==> src/hw/rtl/tigs_pkg.sv <==
package tigs_pkg;

  // default sizes
  localparam int unsigned GRID_DEPTH_DEF = 32;
  localparam int unsigned TIME_WIDTH_DEF = 32;

  // fixed field widths
  localparam int unsigned EntryIdxW  = 5;
  localparam int unsigned GridCountW = 6;
  localparam int unsigned TolW       = 16;
  localparam int unsigned CfgIdxW    = 2;
  localparam int unsigned CfgDataW   = 16;

  // configuration register indexes
  localparam logic [CfgIdxW-1:0] CFG_GRID_COUNT = 2'd0;
  localparam logic [CfgIdxW-1:0] CFG_TOLERANCE  = 2'd1;

  // reset values of the configuration registers
  localparam logic [GridCountW-1:0] GRID_COUNT_RST = 6'd1;
  localparam logic [TolW-1:0]       TOLERANCE_RST  = 16'd7;

  // item actions
  localparam logic ACT_LOAD  = 1'b0;
  localparam logic ACT_SPLIT = 1'b1;

  // result status codes
  localparam logic ST_OK           = 1'b0;
  localparam logic ST_BAD_INTERVAL = 1'b1;

endpackage

==> src/hw/rtl/tigs_in_if.sv <==
interface tigs_in_if #(
  parameter int unsigned TIME_WIDTH = tigs_pkg::TIME_WIDTH_DEF
);
  logic                             valid;
  logic                             ready;
  logic                             action;
  logic [tigs_pkg::EntryIdxW-1:0]   entry_index;
  logic signed [TIME_WIDTH-1:0]     entry_value;
  logic signed [TIME_WIDTH-1:0]     interval_begin;
  logic signed [TIME_WIDTH-1:0]     interval_finish;
  logic                             event_in;

  modport source (
    output valid, action, entry_index, entry_value, interval_begin, interval_finish, event_in,
    input  ready
  );
  modport sink (
    input  valid, action, entry_index, entry_value, interval_begin, interval_finish, event_in,
    output ready
  );
endinterface

==> src/hw/rtl/tigs_out_if.sv <==
interface tigs_out_if #(
  parameter int unsigned TIME_WIDTH = tigs_pkg::TIME_WIDTH_DEF
);
  logic                         valid;
  logic                         ready;
  logic signed [TIME_WIDTH-1:0] piece_start;
  logic [TIME_WIDTH-1:0]        piece_length;
  logic                         event_out;
  logic                         last_piece;
  logic                         status;

  modport source (
    output valid, piece_start, piece_length, event_out, last_piece, status,
    input  ready
  );
  modport sink (
    input  valid, piece_start, piece_length, event_out, last_piece, status,
    output ready
  );
endinterface

==> src/hw/rtl/tigs_cfg_if.sv <==
interface tigs_cfg_if;
  logic                           valid;
  logic                           ready;
  logic [tigs_pkg::CfgIdxW-1:0]   index;
  logic [tigs_pkg::CfgDataW-1:0]  data;

  modport source (
    output valid, index, data,
    input  ready
  );
  modport sink (
    input  valid, index, data,
    output ready
  );
endinterface

==> src/hw/rtl/time_interval_grid_splitter_top.sv <==
// load item: no result, next item can follow at once
// bad interval: error result via the S_BAD state and the output register; next item once it is loaded
// split item: a floor search scan (S_BEST), then a cut scan (S_SPLIT), both through the single
//   read port, then the closing piece (S_LAST); output stalls hold the cut scan and the closing
//   piece; the next item is accepted once the closing piece is loaded
// reset: control registers cleared and configuration registers set to their defaults at once
//   (asynchronous, active low); the grid memory holds nothing defined until loaded
module time_interval_grid_splitter_top #(
  parameter int unsigned GRID_DEPTH = tigs_pkg::GRID_DEPTH_DEF,
  parameter int unsigned TIME_WIDTH = tigs_pkg::TIME_WIDTH_DEF
) (
  input  logic              clk_i,
  input  logic              rst_ni,
  tigs_in_if.sink           in_i,
  tigs_out_if.source        out_o,
  tigs_cfg_if.sink          cfg_i
);

  localparam int unsigned TW    = TIME_WIDTH;
  localparam int unsigned AddrW = $clog2(GRID_DEPTH);
  localparam int unsigned CntW  = $clog2(GRID_DEPTH + 1);

  // sequencer states
  localparam logic [2:0] S_IDLE  = 3'd0;
  localparam logic [2:0] S_BAD   = 3'd1;
  localparam logic [2:0] S_BEST  = 3'd2;
  localparam logic [2:0] S_SPLIT = 3'd3;
  localparam logic [2:0] S_LAST  = 3'd4;

  logic [2:0] state_q, state_d;

  // configuration registers
  logic [tigs_pkg::GridCountW-1:0] grid_count_q;
  logic [tigs_pkg::TolW-1:0]       tol_q;

  // interval under work
  logic signed [TW-1:0] b_q, f_q;
  logic                 ev_q;

  // scan state
  logic [CntW-1:0]      rd_cnt_q, rd_cnt_d;
  logic                 dv_q, dv_d;
  logic signed [TW-1:0] best_q, best_d;
  logic                 best_ok_q, best_ok_d;
  logic                 found_q, found_d;
  logic signed [TW-1:0] prev_q, prev_d;
  logic                 have_prev_q, have_prev_d;

  // grid memory
  logic [TW-1:0]    grid_mem [GRID_DEPTH];
  logic [TW-1:0]    rd_data_q;
  logic             mem_we, mem_re;
  logic [AddrW-1:0] mem_waddr;

  // output register
  logic                 out_valid_q;
  logic signed [TW-1:0] out_start_q, out_start_d;
  logic [TW-1:0]        out_len_q, out_len_d;
  logic                 out_ev_q, out_ev_d;
  logic                 out_last_q, out_last_d;
  logic                 out_status_q, out_status_d;
  logic                 out_load;
  logic                 slot_free;

  logic                 in_fire;
  logic [CntW-1:0]      n_eff;
  logic [tigs_pkg::TolW-1:0] te;
  logic signed [TW-1:0] p;
  logic signed [TW:0]   d_pb, d_fp, te_x;
  logic                 pt_ok;
  logic                 stall;
  logic signed [TW-1:0] from_v;

  assign in_fire   = in_i.valid && in_i.ready;
  assign slot_free = !out_valid_q || out_o.ready;

  // handshakes, configuration only between items and only while no item is offered
  assign in_i.ready  = (state_q == S_IDLE);
  assign cfg_i.ready = (state_q == S_IDLE) && !in_i.valid;

  // active grid size, zero counts as one, clamped to the depth
  always_comb begin
    if (grid_count_q == '0) begin
      n_eff = CntW'(1);
    end else if (grid_count_q > tigs_pkg::GridCountW'(GRID_DEPTH)) begin
      n_eff = CntW'(GRID_DEPTH);
    end else begin
      n_eff = grid_count_q[CntW-1:0];
    end
  end

  // zero tolerance still demands a strict difference
  assign te   = (tol_q == '0) ? tigs_pkg::TolW'(1) : tol_q;
  assign te_x = $signed({{(TW + 1 - tigs_pkg::TolW){1'b0}}, te});

  // interior point test on the entry in the read register
  assign p     = $signed(rd_data_q);
  assign d_pb  = $signed({p[TW-1], p}) - $signed({b_q[TW-1], b_q});
  assign d_fp  = $signed({f_q[TW-1], f_q}) - $signed({p[TW-1], p});
  assign pt_ok = (d_pb >= te_x) && (d_fp >= te_x) && (!have_prev_q || (p > prev_q));
  assign stall = (state_q == S_SPLIT) && dv_q && pt_ok && !slot_free;

  // start of the current piece's measured span
  assign from_v = have_prev_q ? prev_q : b_q;

  // configuration writes
  always_ff @(posedge clk_i or negedge rst_ni) begin
    if (!rst_ni) begin
      grid_count_q <= tigs_pkg::GRID_COUNT_RST;
      tol_q        <= tigs_pkg::TOLERANCE_RST;
    end else if (cfg_i.valid && cfg_i.ready) begin
      case (cfg_i.index)
        tigs_pkg::CFG_GRID_COUNT: grid_count_q <= cfg_i.data[tigs_pkg::GridCountW-1:0];
        tigs_pkg::CFG_TOLERANCE:  tol_q        <= cfg_i.data[tigs_pkg::TolW-1:0];
        default: ;
      endcase
    end
  end

  // sequencer
  always_comb begin
    state_d      = state_q;
    rd_cnt_d     = rd_cnt_q;
    dv_d         = dv_q;
    best_d       = best_q;
    best_ok_d    = best_ok_q;
    found_d      = found_q;
    prev_d       = prev_q;
    have_prev_d  = have_prev_q;
    mem_we       = 1'b0;
    mem_re       = 1'b0;
    mem_waddr    = AddrW'(in_i.entry_index);
    out_load     = 1'b0;
    out_start_d  = '0;
    out_len_d    = '0;
    out_ev_d     = 1'b0;
    out_last_d   = 1'b0;
    out_status_d = tigs_pkg::ST_OK;

    case (state_q)
      S_IDLE: begin
        if (in_fire) begin
          if (in_i.action == tigs_pkg::ACT_LOAD) begin
            // out-of-range indexes are dropped
            mem_we = (tigs_pkg::GridCountW'(in_i.entry_index)
                      < tigs_pkg::GridCountW'(GRID_DEPTH));
          end else if (in_i.interval_finish <= in_i.interval_begin) begin
            state_d = S_BAD;
          end else begin
            state_d     = S_BEST;
            rd_cnt_d    = '0;
            dv_d        = 1'b0;
            found_d     = 1'b0;
            best_ok_d   = 1'b0;
            have_prev_d = 1'b0;
          end
        end
      end

      S_BAD: begin
        if (slot_free) begin
          out_load     = 1'b1;
          out_last_d   = 1'b1;
          out_status_d = tigs_pkg::ST_BAD_INTERVAL;
          state_d      = S_IDLE;
        end
      end

      // first pass: greatest entry at or below the start, entry 0 otherwise
      S_BEST: begin
        mem_re = (rd_cnt_q < n_eff);
        if (mem_re) begin
          rd_cnt_d = rd_cnt_q + CntW'(1);
        end
        dv_d = mem_re;
        if (dv_q) begin
          if (!best_ok_q) begin
            best_d    = p;
            best_ok_d = 1'b1;
            found_d   = (p <= b_q);
          end else if ((p <= b_q) && (!found_q || (p > best_q))) begin
            best_d  = p;
            found_d = 1'b1;
          end
        end
        if ((rd_cnt_q == n_eff) && !dv_q) begin
          state_d  = S_SPLIT;
          rd_cnt_d = '0;
          dv_d     = 1'b0;
        end
      end

      // second pass: one piece per accepted interior point
      S_SPLIT: begin
        mem_re = !stall && (rd_cnt_q < n_eff);
        if (mem_re) begin
          rd_cnt_d = rd_cnt_q + CntW'(1);
        end
        dv_d = stall ? 1'b1 : mem_re;
        if (dv_q && pt_ok && !stall) begin
          out_load    = 1'b1;
          out_start_d = have_prev_q ? prev_q : best_q;
          out_len_d   = p - from_v;
          prev_d      = p;
          have_prev_d = 1'b1;
        end
        if ((rd_cnt_q == n_eff) && !dv_q) begin
          state_d = S_LAST;
        end
      end

      // closing piece up to the real end
      S_LAST: begin
        if (slot_free) begin
          out_load    = 1'b1;
          out_start_d = have_prev_q ? prev_q : best_q;
          out_len_d   = f_q - from_v;
          out_ev_d    = ev_q;
          out_last_d  = 1'b1;
          state_d     = S_IDLE;
        end
      end

      default: begin
        state_d = S_IDLE;
      end
    endcase
  end

  // control registers
  always_ff @(posedge clk_i or negedge rst_ni) begin
    if (!rst_ni) begin
      state_q     <= S_IDLE;
      rd_cnt_q    <= '0;
      dv_q        <= 1'b0;
      best_ok_q   <= 1'b0;
      found_q     <= 1'b0;
      have_prev_q <= 1'b0;
      out_valid_q <= 1'b0;
    end else begin
      state_q     <= state_d;
      rd_cnt_q    <= rd_cnt_d;
      dv_q        <= dv_d;
      best_ok_q   <= best_ok_d;
      found_q     <= found_d;
      have_prev_q <= have_prev_d;
      if (out_load) begin
        out_valid_q <= 1'b1;
      end else if (out_o.ready) begin
        out_valid_q <= 1'b0;
      end
    end
  end

  // payload registers
  always_ff @(posedge clk_i) begin
    best_q <= best_d;
    prev_q <= prev_d;
    if (in_fire && (in_i.action == tigs_pkg::ACT_SPLIT)) begin
      b_q  <= in_i.interval_begin;
      f_q  <= in_i.interval_finish;
      ev_q <= in_i.event_in;
    end
    if (out_load) begin
      out_start_q  <= out_start_d;
      out_len_q    <= out_len_d;
      out_ev_q     <= out_ev_d;
      out_last_q   <= out_last_d;
      out_status_q <= out_status_d;
    end
  end

  // grid memory, one write and one registered read per cycle;
  // writes happen only in idle and reads only during a split, so they never meet
  always_ff @(posedge clk_i) begin
    if (mem_we) begin
      grid_mem[mem_waddr] <= in_i.entry_value;
    end
    if (mem_re) begin
      rd_data_q <= grid_mem[rd_cnt_q[AddrW-1:0]];
    end
  end

  // result port
  assign out_o.valid        = out_valid_q;
  assign out_o.piece_start  = out_start_q;
  assign out_o.piece_length = out_len_q;
  assign out_o.event_out    = out_ev_q;
  assign out_o.last_piece   = out_last_q;
  assign out_o.status       = out_status_q;

  // read counter never runs past the active grid while scanning
  a_cnt_bound: assert property (@(posedge clk_i) disable iff (!rst_ni)
    (state_q == S_BEST) || (state_q == S_SPLIT) |-> rd_cnt_q <= n_eff)
    else $error("grid read counter beyond active entries");

  // a stalled point keeps its read data until it is emitted
  a_stall_hold: assert property (@(posedge clk_i) disable iff (!rst_ni)
    stall |=> dv_q && $stable(rd_data_q))
    else $error("stalled grid entry lost");

  // every good piece has a nonzero length
  a_len_pos: assert property (@(posedge clk_i) disable iff (!rst_ni)
    out_load && (out_status_d == tigs_pkg::ST_OK) |-> out_len_d != '0)
    else $error("zero-length piece");

  // no read data pending once back in idle
  a_idle_clean: assert property (@(posedge clk_i) disable iff (!rst_ni)
    (state_q == S_IDLE) |-> !dv_q)
    else $error("read data pending in idle");

  // a result is only loaded into a free output register
  a_no_overwrite: assert property (@(posedge clk_i) disable iff (!rst_ni)
    out_load |-> slot_free)
    else $error("output register overwritten");

endmodule
==> src/flat_wrapper.sv <==
// flat-port wrapper written by rule: the top's interface ports become plain ports
module time_interval_grid_splitter_top_flat 
#(
  parameter int unsigned GRID_DEPTH = tigs_pkg::GRID_DEPTH_DEF,
  parameter int unsigned TIME_WIDTH = tigs_pkg::TIME_WIDTH_DEF
)
  (clk_i, rst_ni, in_i_valid, in_i_action, in_i_entry_index, in_i_entry_value, in_i_interval_begin, in_i_interval_finish, in_i_event_in, in_i_ready, out_o_valid, out_o_piece_start, out_o_piece_length, out_o_event_out, out_o_last_piece, out_o_status, out_o_ready, cfg_i_valid, cfg_i_index, cfg_i_data, cfg_i_ready);
  tigs_in_if #(.TIME_WIDTH(TIME_WIDTH)) in_i_i ();
  tigs_out_if #(.TIME_WIDTH(TIME_WIDTH)) out_o_i ();
  tigs_cfg_if cfg_i_i ();
  input  logic clk_i;
  input  logic rst_ni;
  input wire logic [$bits(in_i_i.valid)-1:0] in_i_valid;
  input wire logic [$bits(in_i_i.action)-1:0] in_i_action;
  input wire logic [$bits(in_i_i.entry_index)-1:0] in_i_entry_index;
  input wire logic [$bits(in_i_i.entry_value)-1:0] in_i_entry_value;
  input wire logic [$bits(in_i_i.interval_begin)-1:0] in_i_interval_begin;
  input wire logic [$bits(in_i_i.interval_finish)-1:0] in_i_interval_finish;
  input wire logic [$bits(in_i_i.event_in)-1:0] in_i_event_in;
  output wire logic [$bits(in_i_i.ready)-1:0] in_i_ready;
  output wire logic [$bits(out_o_i.valid)-1:0] out_o_valid;
  output wire logic [$bits(out_o_i.piece_start)-1:0] out_o_piece_start;
  output wire logic [$bits(out_o_i.piece_length)-1:0] out_o_piece_length;
  output wire logic [$bits(out_o_i.event_out)-1:0] out_o_event_out;
  output wire logic [$bits(out_o_i.last_piece)-1:0] out_o_last_piece;
  output wire logic [$bits(out_o_i.status)-1:0] out_o_status;
  input wire logic [$bits(out_o_i.ready)-1:0] out_o_ready;
  input wire logic [$bits(cfg_i_i.valid)-1:0] cfg_i_valid;
  input wire logic [$bits(cfg_i_i.index)-1:0] cfg_i_index;
  input wire logic [$bits(cfg_i_i.data)-1:0] cfg_i_data;
  output wire logic [$bits(cfg_i_i.ready)-1:0] cfg_i_ready;
  assign in_i_i.valid = in_i_valid;
  assign in_i_i.action = in_i_action;
  assign in_i_i.entry_index = in_i_entry_index;
  assign in_i_i.entry_value = in_i_entry_value;
  assign in_i_i.interval_begin = in_i_interval_begin;
  assign in_i_i.interval_finish = in_i_interval_finish;
  assign in_i_i.event_in = in_i_event_in;
  assign in_i_ready = in_i_i.ready;
  assign out_o_valid = out_o_i.valid;
  assign out_o_piece_start = out_o_i.piece_start;
  assign out_o_piece_length = out_o_i.piece_length;
  assign out_o_event_out = out_o_i.event_out;
  assign out_o_last_piece = out_o_i.last_piece;
  assign out_o_status = out_o_i.status;
  assign out_o_i.ready = out_o_ready;
  assign cfg_i_i.valid = cfg_i_valid;
  assign cfg_i_i.index = cfg_i_index;
  assign cfg_i_i.data = cfg_i_data;
  assign cfg_i_ready = cfg_i_i.ready;
  time_interval_grid_splitter_top #(.GRID_DEPTH(GRID_DEPTH), .TIME_WIDTH(TIME_WIDTH)) u_core (.clk_i(clk_i), .rst_ni(rst_ni), .in_i(in_i_i), .out_o(out_o_i), .cfg_i(cfg_i_i));
endmodule
==> config.mk <==
export PLATFORM = sky130hd
export DESIGN_NAME = time_interval_grid_splitter_top_flat
export DESIGN_NICKNAME = d
export VERILOG_FILES = /design/src/hw/rtl/tigs_pkg.sv /design/src/hw/rtl/tigs_in_if.sv /design/src/hw/rtl/tigs_out_if.sv /design/src/hw/rtl/tigs_cfg_if.sv /design/src/hw/rtl/time_interval_grid_splitter_top.sv /design/src/flat_wrapper.sv
export SDC_FILE = /design/constraint.sdc
export NUM_CORES = 2
export LEC_CHECK = 0
export BUFFER_PORTS_ARGS = -buffer_cell sky130_fd_sc_hd__buf_2
export CORE_MARGIN = 4
export CORE_UTILIZATION = 56
export CTS_BUF_LIST = sky130_fd_sc_hd__clkbuf_4 sky130_fd_sc_hd__clkbuf_8 sky130_fd_sc_hd__clkbuf_16
export CTS_CLUSTER_SIZE = 12
export DETAILED_ROUTE_END_ITERATION = 10
export PLACE_DENSITY = 0.76
export SLEW_MARGIN = 20
export SYNTH_ARGS = -nofsm -noshare
export SYNTH_HDL_FRONTEND = slang
export SYNTH_SLANG_ARGS = --single-unit
==> constraint.sdc <==
create_clock -name clk_i -period 7.48 [get_ports clk_i]
set_input_delay 1.496 -clock clk_i [delete_from_list [all_inputs] [get_ports clk_i]]
set_output_delay 1.496 -clock clk_i [all_outputs]
set_load 0.05 [all_outputs]
==> flow_summary.yaml <==
run_status:
  status: "finished, final reports clean"
drt:
  wire_per_inst_um: 30.3
  postRouteAntennaNets: 0
  firstDrtPassIters: 6
  viasPerCell: 6.55
  drt_iter0_drc: 4378
  vias: 34400
  wirelength_um: 159000
  drc_errors: 0
sta:
  setup_ws_ns: 1.18
  fin_crit_sh: 0.842
  hold_viol: 0
  worst_pin_slew_ns: 1.38
  fmax_mhz: 159
  worst_hold_slack_ns: 0.527
  finalMaxSlewViolations: 0
  setup_viol: 0
  layout_min_cycle_time_ns: 6.30
  rsz0062_at_grt: "no"
  slew_headroom: 0.0674
  skew_ns: 0.0385
  tns_ns: 0
pwr:
  peakVddDrop_v: 0.000312
  switchingPower_mw: 9.38
  power_frac_seq: 0.369
  p_leak_nw: 23.2
  p_clk_frac: 0.253
  internal_power_mw: 16.3
  power_mw: 25.7
  power_density_nw_per_um2: 388
  swShare: 0.365
  comb_power_share: 0.378
setup_path:
  end_kind: "flop"
  cp-start-kind: "flop"
  cp_max_fo: 32
  critical_path_required_ns: 7.94
  worstPathArrival_ns: 6.75
  reg2reg_slack_ns: 1.18
  critPathKind: "flop to flop"
global_route:
  grt_remaining_overflow: 0
  grt_util_met2: 0.480
  grt_util_met3: 0.0613
  use_met1: 0.379
  grt.busiest_layer: "met2"
  grt_pass1_vias: 34800
  grt_usage: 0.288
  grt_pass1_wl_um: 233000
  grt_max_degree: 123
  antenna_found_initial: 11
place:
  dpl-instance-area_um2: 61800
  place_ws_ns: 1.21
  gp_congestion: 0.931
  numPortBuffers: 195
  hpwl_um: 95200
cts:
  clock_latency_ns: 0.76
  cts-hold-fix-buffers: 0
  tritoncts: "done"
  cts_sinks: 1288
  clock-root-buffer: "clkbuf_16"
  cts_resized: 0
  clk_pin_slew_worst_paths_ns: 0.06
  postCtsSetupBuffers: 0
  numCtsBuffers: 136
  clk_path_buf_depth: 3
  htree_levels: 4
final_layout:
  finish.instance_area_um2: 66200
  area_delta_synth_final_pct: 12.4
  drive_gt1_frac: 0.235
  fin_nets: 4184
floorplan:
  die_w_um: 332
  rows: 118
  die_area_um2: 110000
  ios: 196
  start_util: 0.566
  fp.coreArea_um2: 104000
  fp.dieH_um: 332
synthesis:
  muxShareOfSynthArea: 0.145
  seq_area_frac_synth: 0.654
  synth_xor_area_frac: 0.0143
  yosys.area_share.simple: 0.0456
  synth_compound_area_frac: 0.0605
  synth_top_family_by_area: "multiplexers"
  syn_area_um2: 58900
  synthAdderAreaFrac: 0.0570
  synth_edf_count: 1252
  synthArstFlopShare: 0.0280
  synth_flop_cell: "edfxtp_1"
  synth_cells: 3531
  synth_cell_type_count: 90
  ys.warnings.count: 0
  postSynthAreaPerCell_um2: 16.7
  syn-num-nets: 3923
  ys_ff_latch: 1288
min_path:
  min_path_type: "flop to flop"
run:
  max-cap-violations: 0
-- synth_stat cells (7+ instances only) --
library cell	count	area (um2)
a211o_1	8	70.1
o22ai_1	26	163
nand3_1	45	225
o21ai_0	88	440
and2_1	11	68.8
nor3_1	34	170
or3_1	9	56.3
buf_1	25	93.8
o211ai_1	21	158
a21oi_1	147	736
nand2_1	115	432
o21bai_1	16	120
ha_1	262	3280
inv_1	221	830
nand4_1	42	263
buf_2	9	45.0
a21o_1	72	541
dfrtp_1	32	801
nor2b_1	24	150
xor2_1	39	342
nand2b_1	29	181
o31ai_1	9	67.6
or2_2	8	50.1
nor2_1	166	623
and3_1	17	106
mux2i_1	69	691
xnor2_1	57	499
edfxtp_1	1252	37600
a31oi_1	20	125
a211oi_1	12	90.1
mux2_2	59	664
o21a_1	32	240
a221oi_1	8	70.1
o31a_1	7	61.3
nor4_1	16	100
clkbuf_1	87	327
mux4_2	320	7210
-- cell usage in the layout (no fill, tap or decap), types with 57 or more instances in the layout --
cell type,count
mux2i_1,69
o21ai_0,88
buf_2,196
nand2_1,115
nor2_1,134
mux4_2,320
xnor2_1,57
mux2_2,59
edfxtp_1,1252
ha_1,262
clkbuf_16,136
a21o_1,72
a21oi_1,146
inv_1,221
-- sequential cells by signal (all words and copies together), names as in the netlist, 3 cells and up --
register                   cells
u_core.f_q                    32
u_core.out_o.piece_start      32
u_core.tol_q                  16
u_core.state_q                 3
u_core.b_q                    32
u_core.best_q                 32
u_core.grid_count_q            6
u_core.prev_q                 32
u_core.p                      32
u_core.grid_mem             1024
u_core.out_o.piece_length     32
u_core.rd_cnt_q                6
-- stage by stage --
step | utilization | cells
2_1_floorplan | - | 3531
3_3_place_gp | 0.594 | 5029
3_5_place_dp | 0.594 | 5030
4_1_cts | 0.635 | 5247
5_1_grt | 0.636 | 5252
6_report | 0.637 | 5259
-- path summary, 6_finish.rpt --
check,startpoint,end,cells after the start
setup / recovery,u_core.p[1],u_core.out_o.piece_start[18],25
hold reg to reg,u_core.ev_q,u_core.out_o.event_out,1
hold / removal,u_core.ev_q,u_core.out_o.event_out,1
setup reg to reg,u_core.p[1],u_core.out_o.piece_start[18],25
min in group asynchronous,rst_ni,u_core.tol_q[14],1
max in group asynchronous,rst_ni,u_core.have_prev_q,1
-- logic make-up (layout without fill, tap and decap cells) --
logic type               after synthesis  after routing
adder cells (fa/ha/maj)              266            266
multiplexers                         448            448
AO/OA/AOI/OAI                        540            540
flip-flops                          1288           1288
XOR/XNOR                              96             96
AND/OR/NAND/NOR                      543            543
buffers and inverters                350            690
other                                  0              8
-- worst max-delay path, stage by stage (launching register included) --
cell and delay [ns]:
edfxtp_1 0.63, inv_1 0.16, fa_1 0.48, nor2b_1 0.19, o31ai_1 0.13, a21oi_1 0.28
nor2_1 0.10, o21ai_0 0.32, a21o_1 0.17, a21oi_1 0.07, xnor2_1 0.20, ha_1 0.28
a21o_1 0.18, nand2_1 0.09, o221ai_1 0.11, nor3_1 0.19, nand3_1 0.08, or4_1 0.39
or4_1 0.47, nor4_1 0.26, or4_4 0.20, nor2_1 0.06, nand2_1 0.11, inv_2 0.06
nor2_4 0.64, nor2_1 0.14
-- routing by layer --
layer	part of all wire	wire length, um	vias up
li1	-	-	14600
met3	0.091	14500	337
met2	0.50	79300	1931
met5	0.00019	30	-
met1	0.37	59400	17500
met4	0.037	5930	4
-- power groups by stage --
stage	registers (mW)	logic [mW]	clock network, mW
after floorplan	9.83	6.60	0
after global placement	9.60	9.39	0
after detailed placement	9.61	9.48	0
after CTS	9.47	9.61	6.56
after global routing	9.52	10.5	6.91
final	9.48	9.70	6.50
-- cell type report --
class	instances	area (um2)
Sequential cell	1288	38500
Tap cell	1380	1730
Timing Repair Buffer	251	1510
Multi-Input combinational cell	1893	19300
Inverter	222	833
Clock inverter	41	562
Fill cell	7146	37800
Antenna cell	8	20.0
Clock buffer	176	3710
No activity file was read; power rests on OpenSTA's default activity.
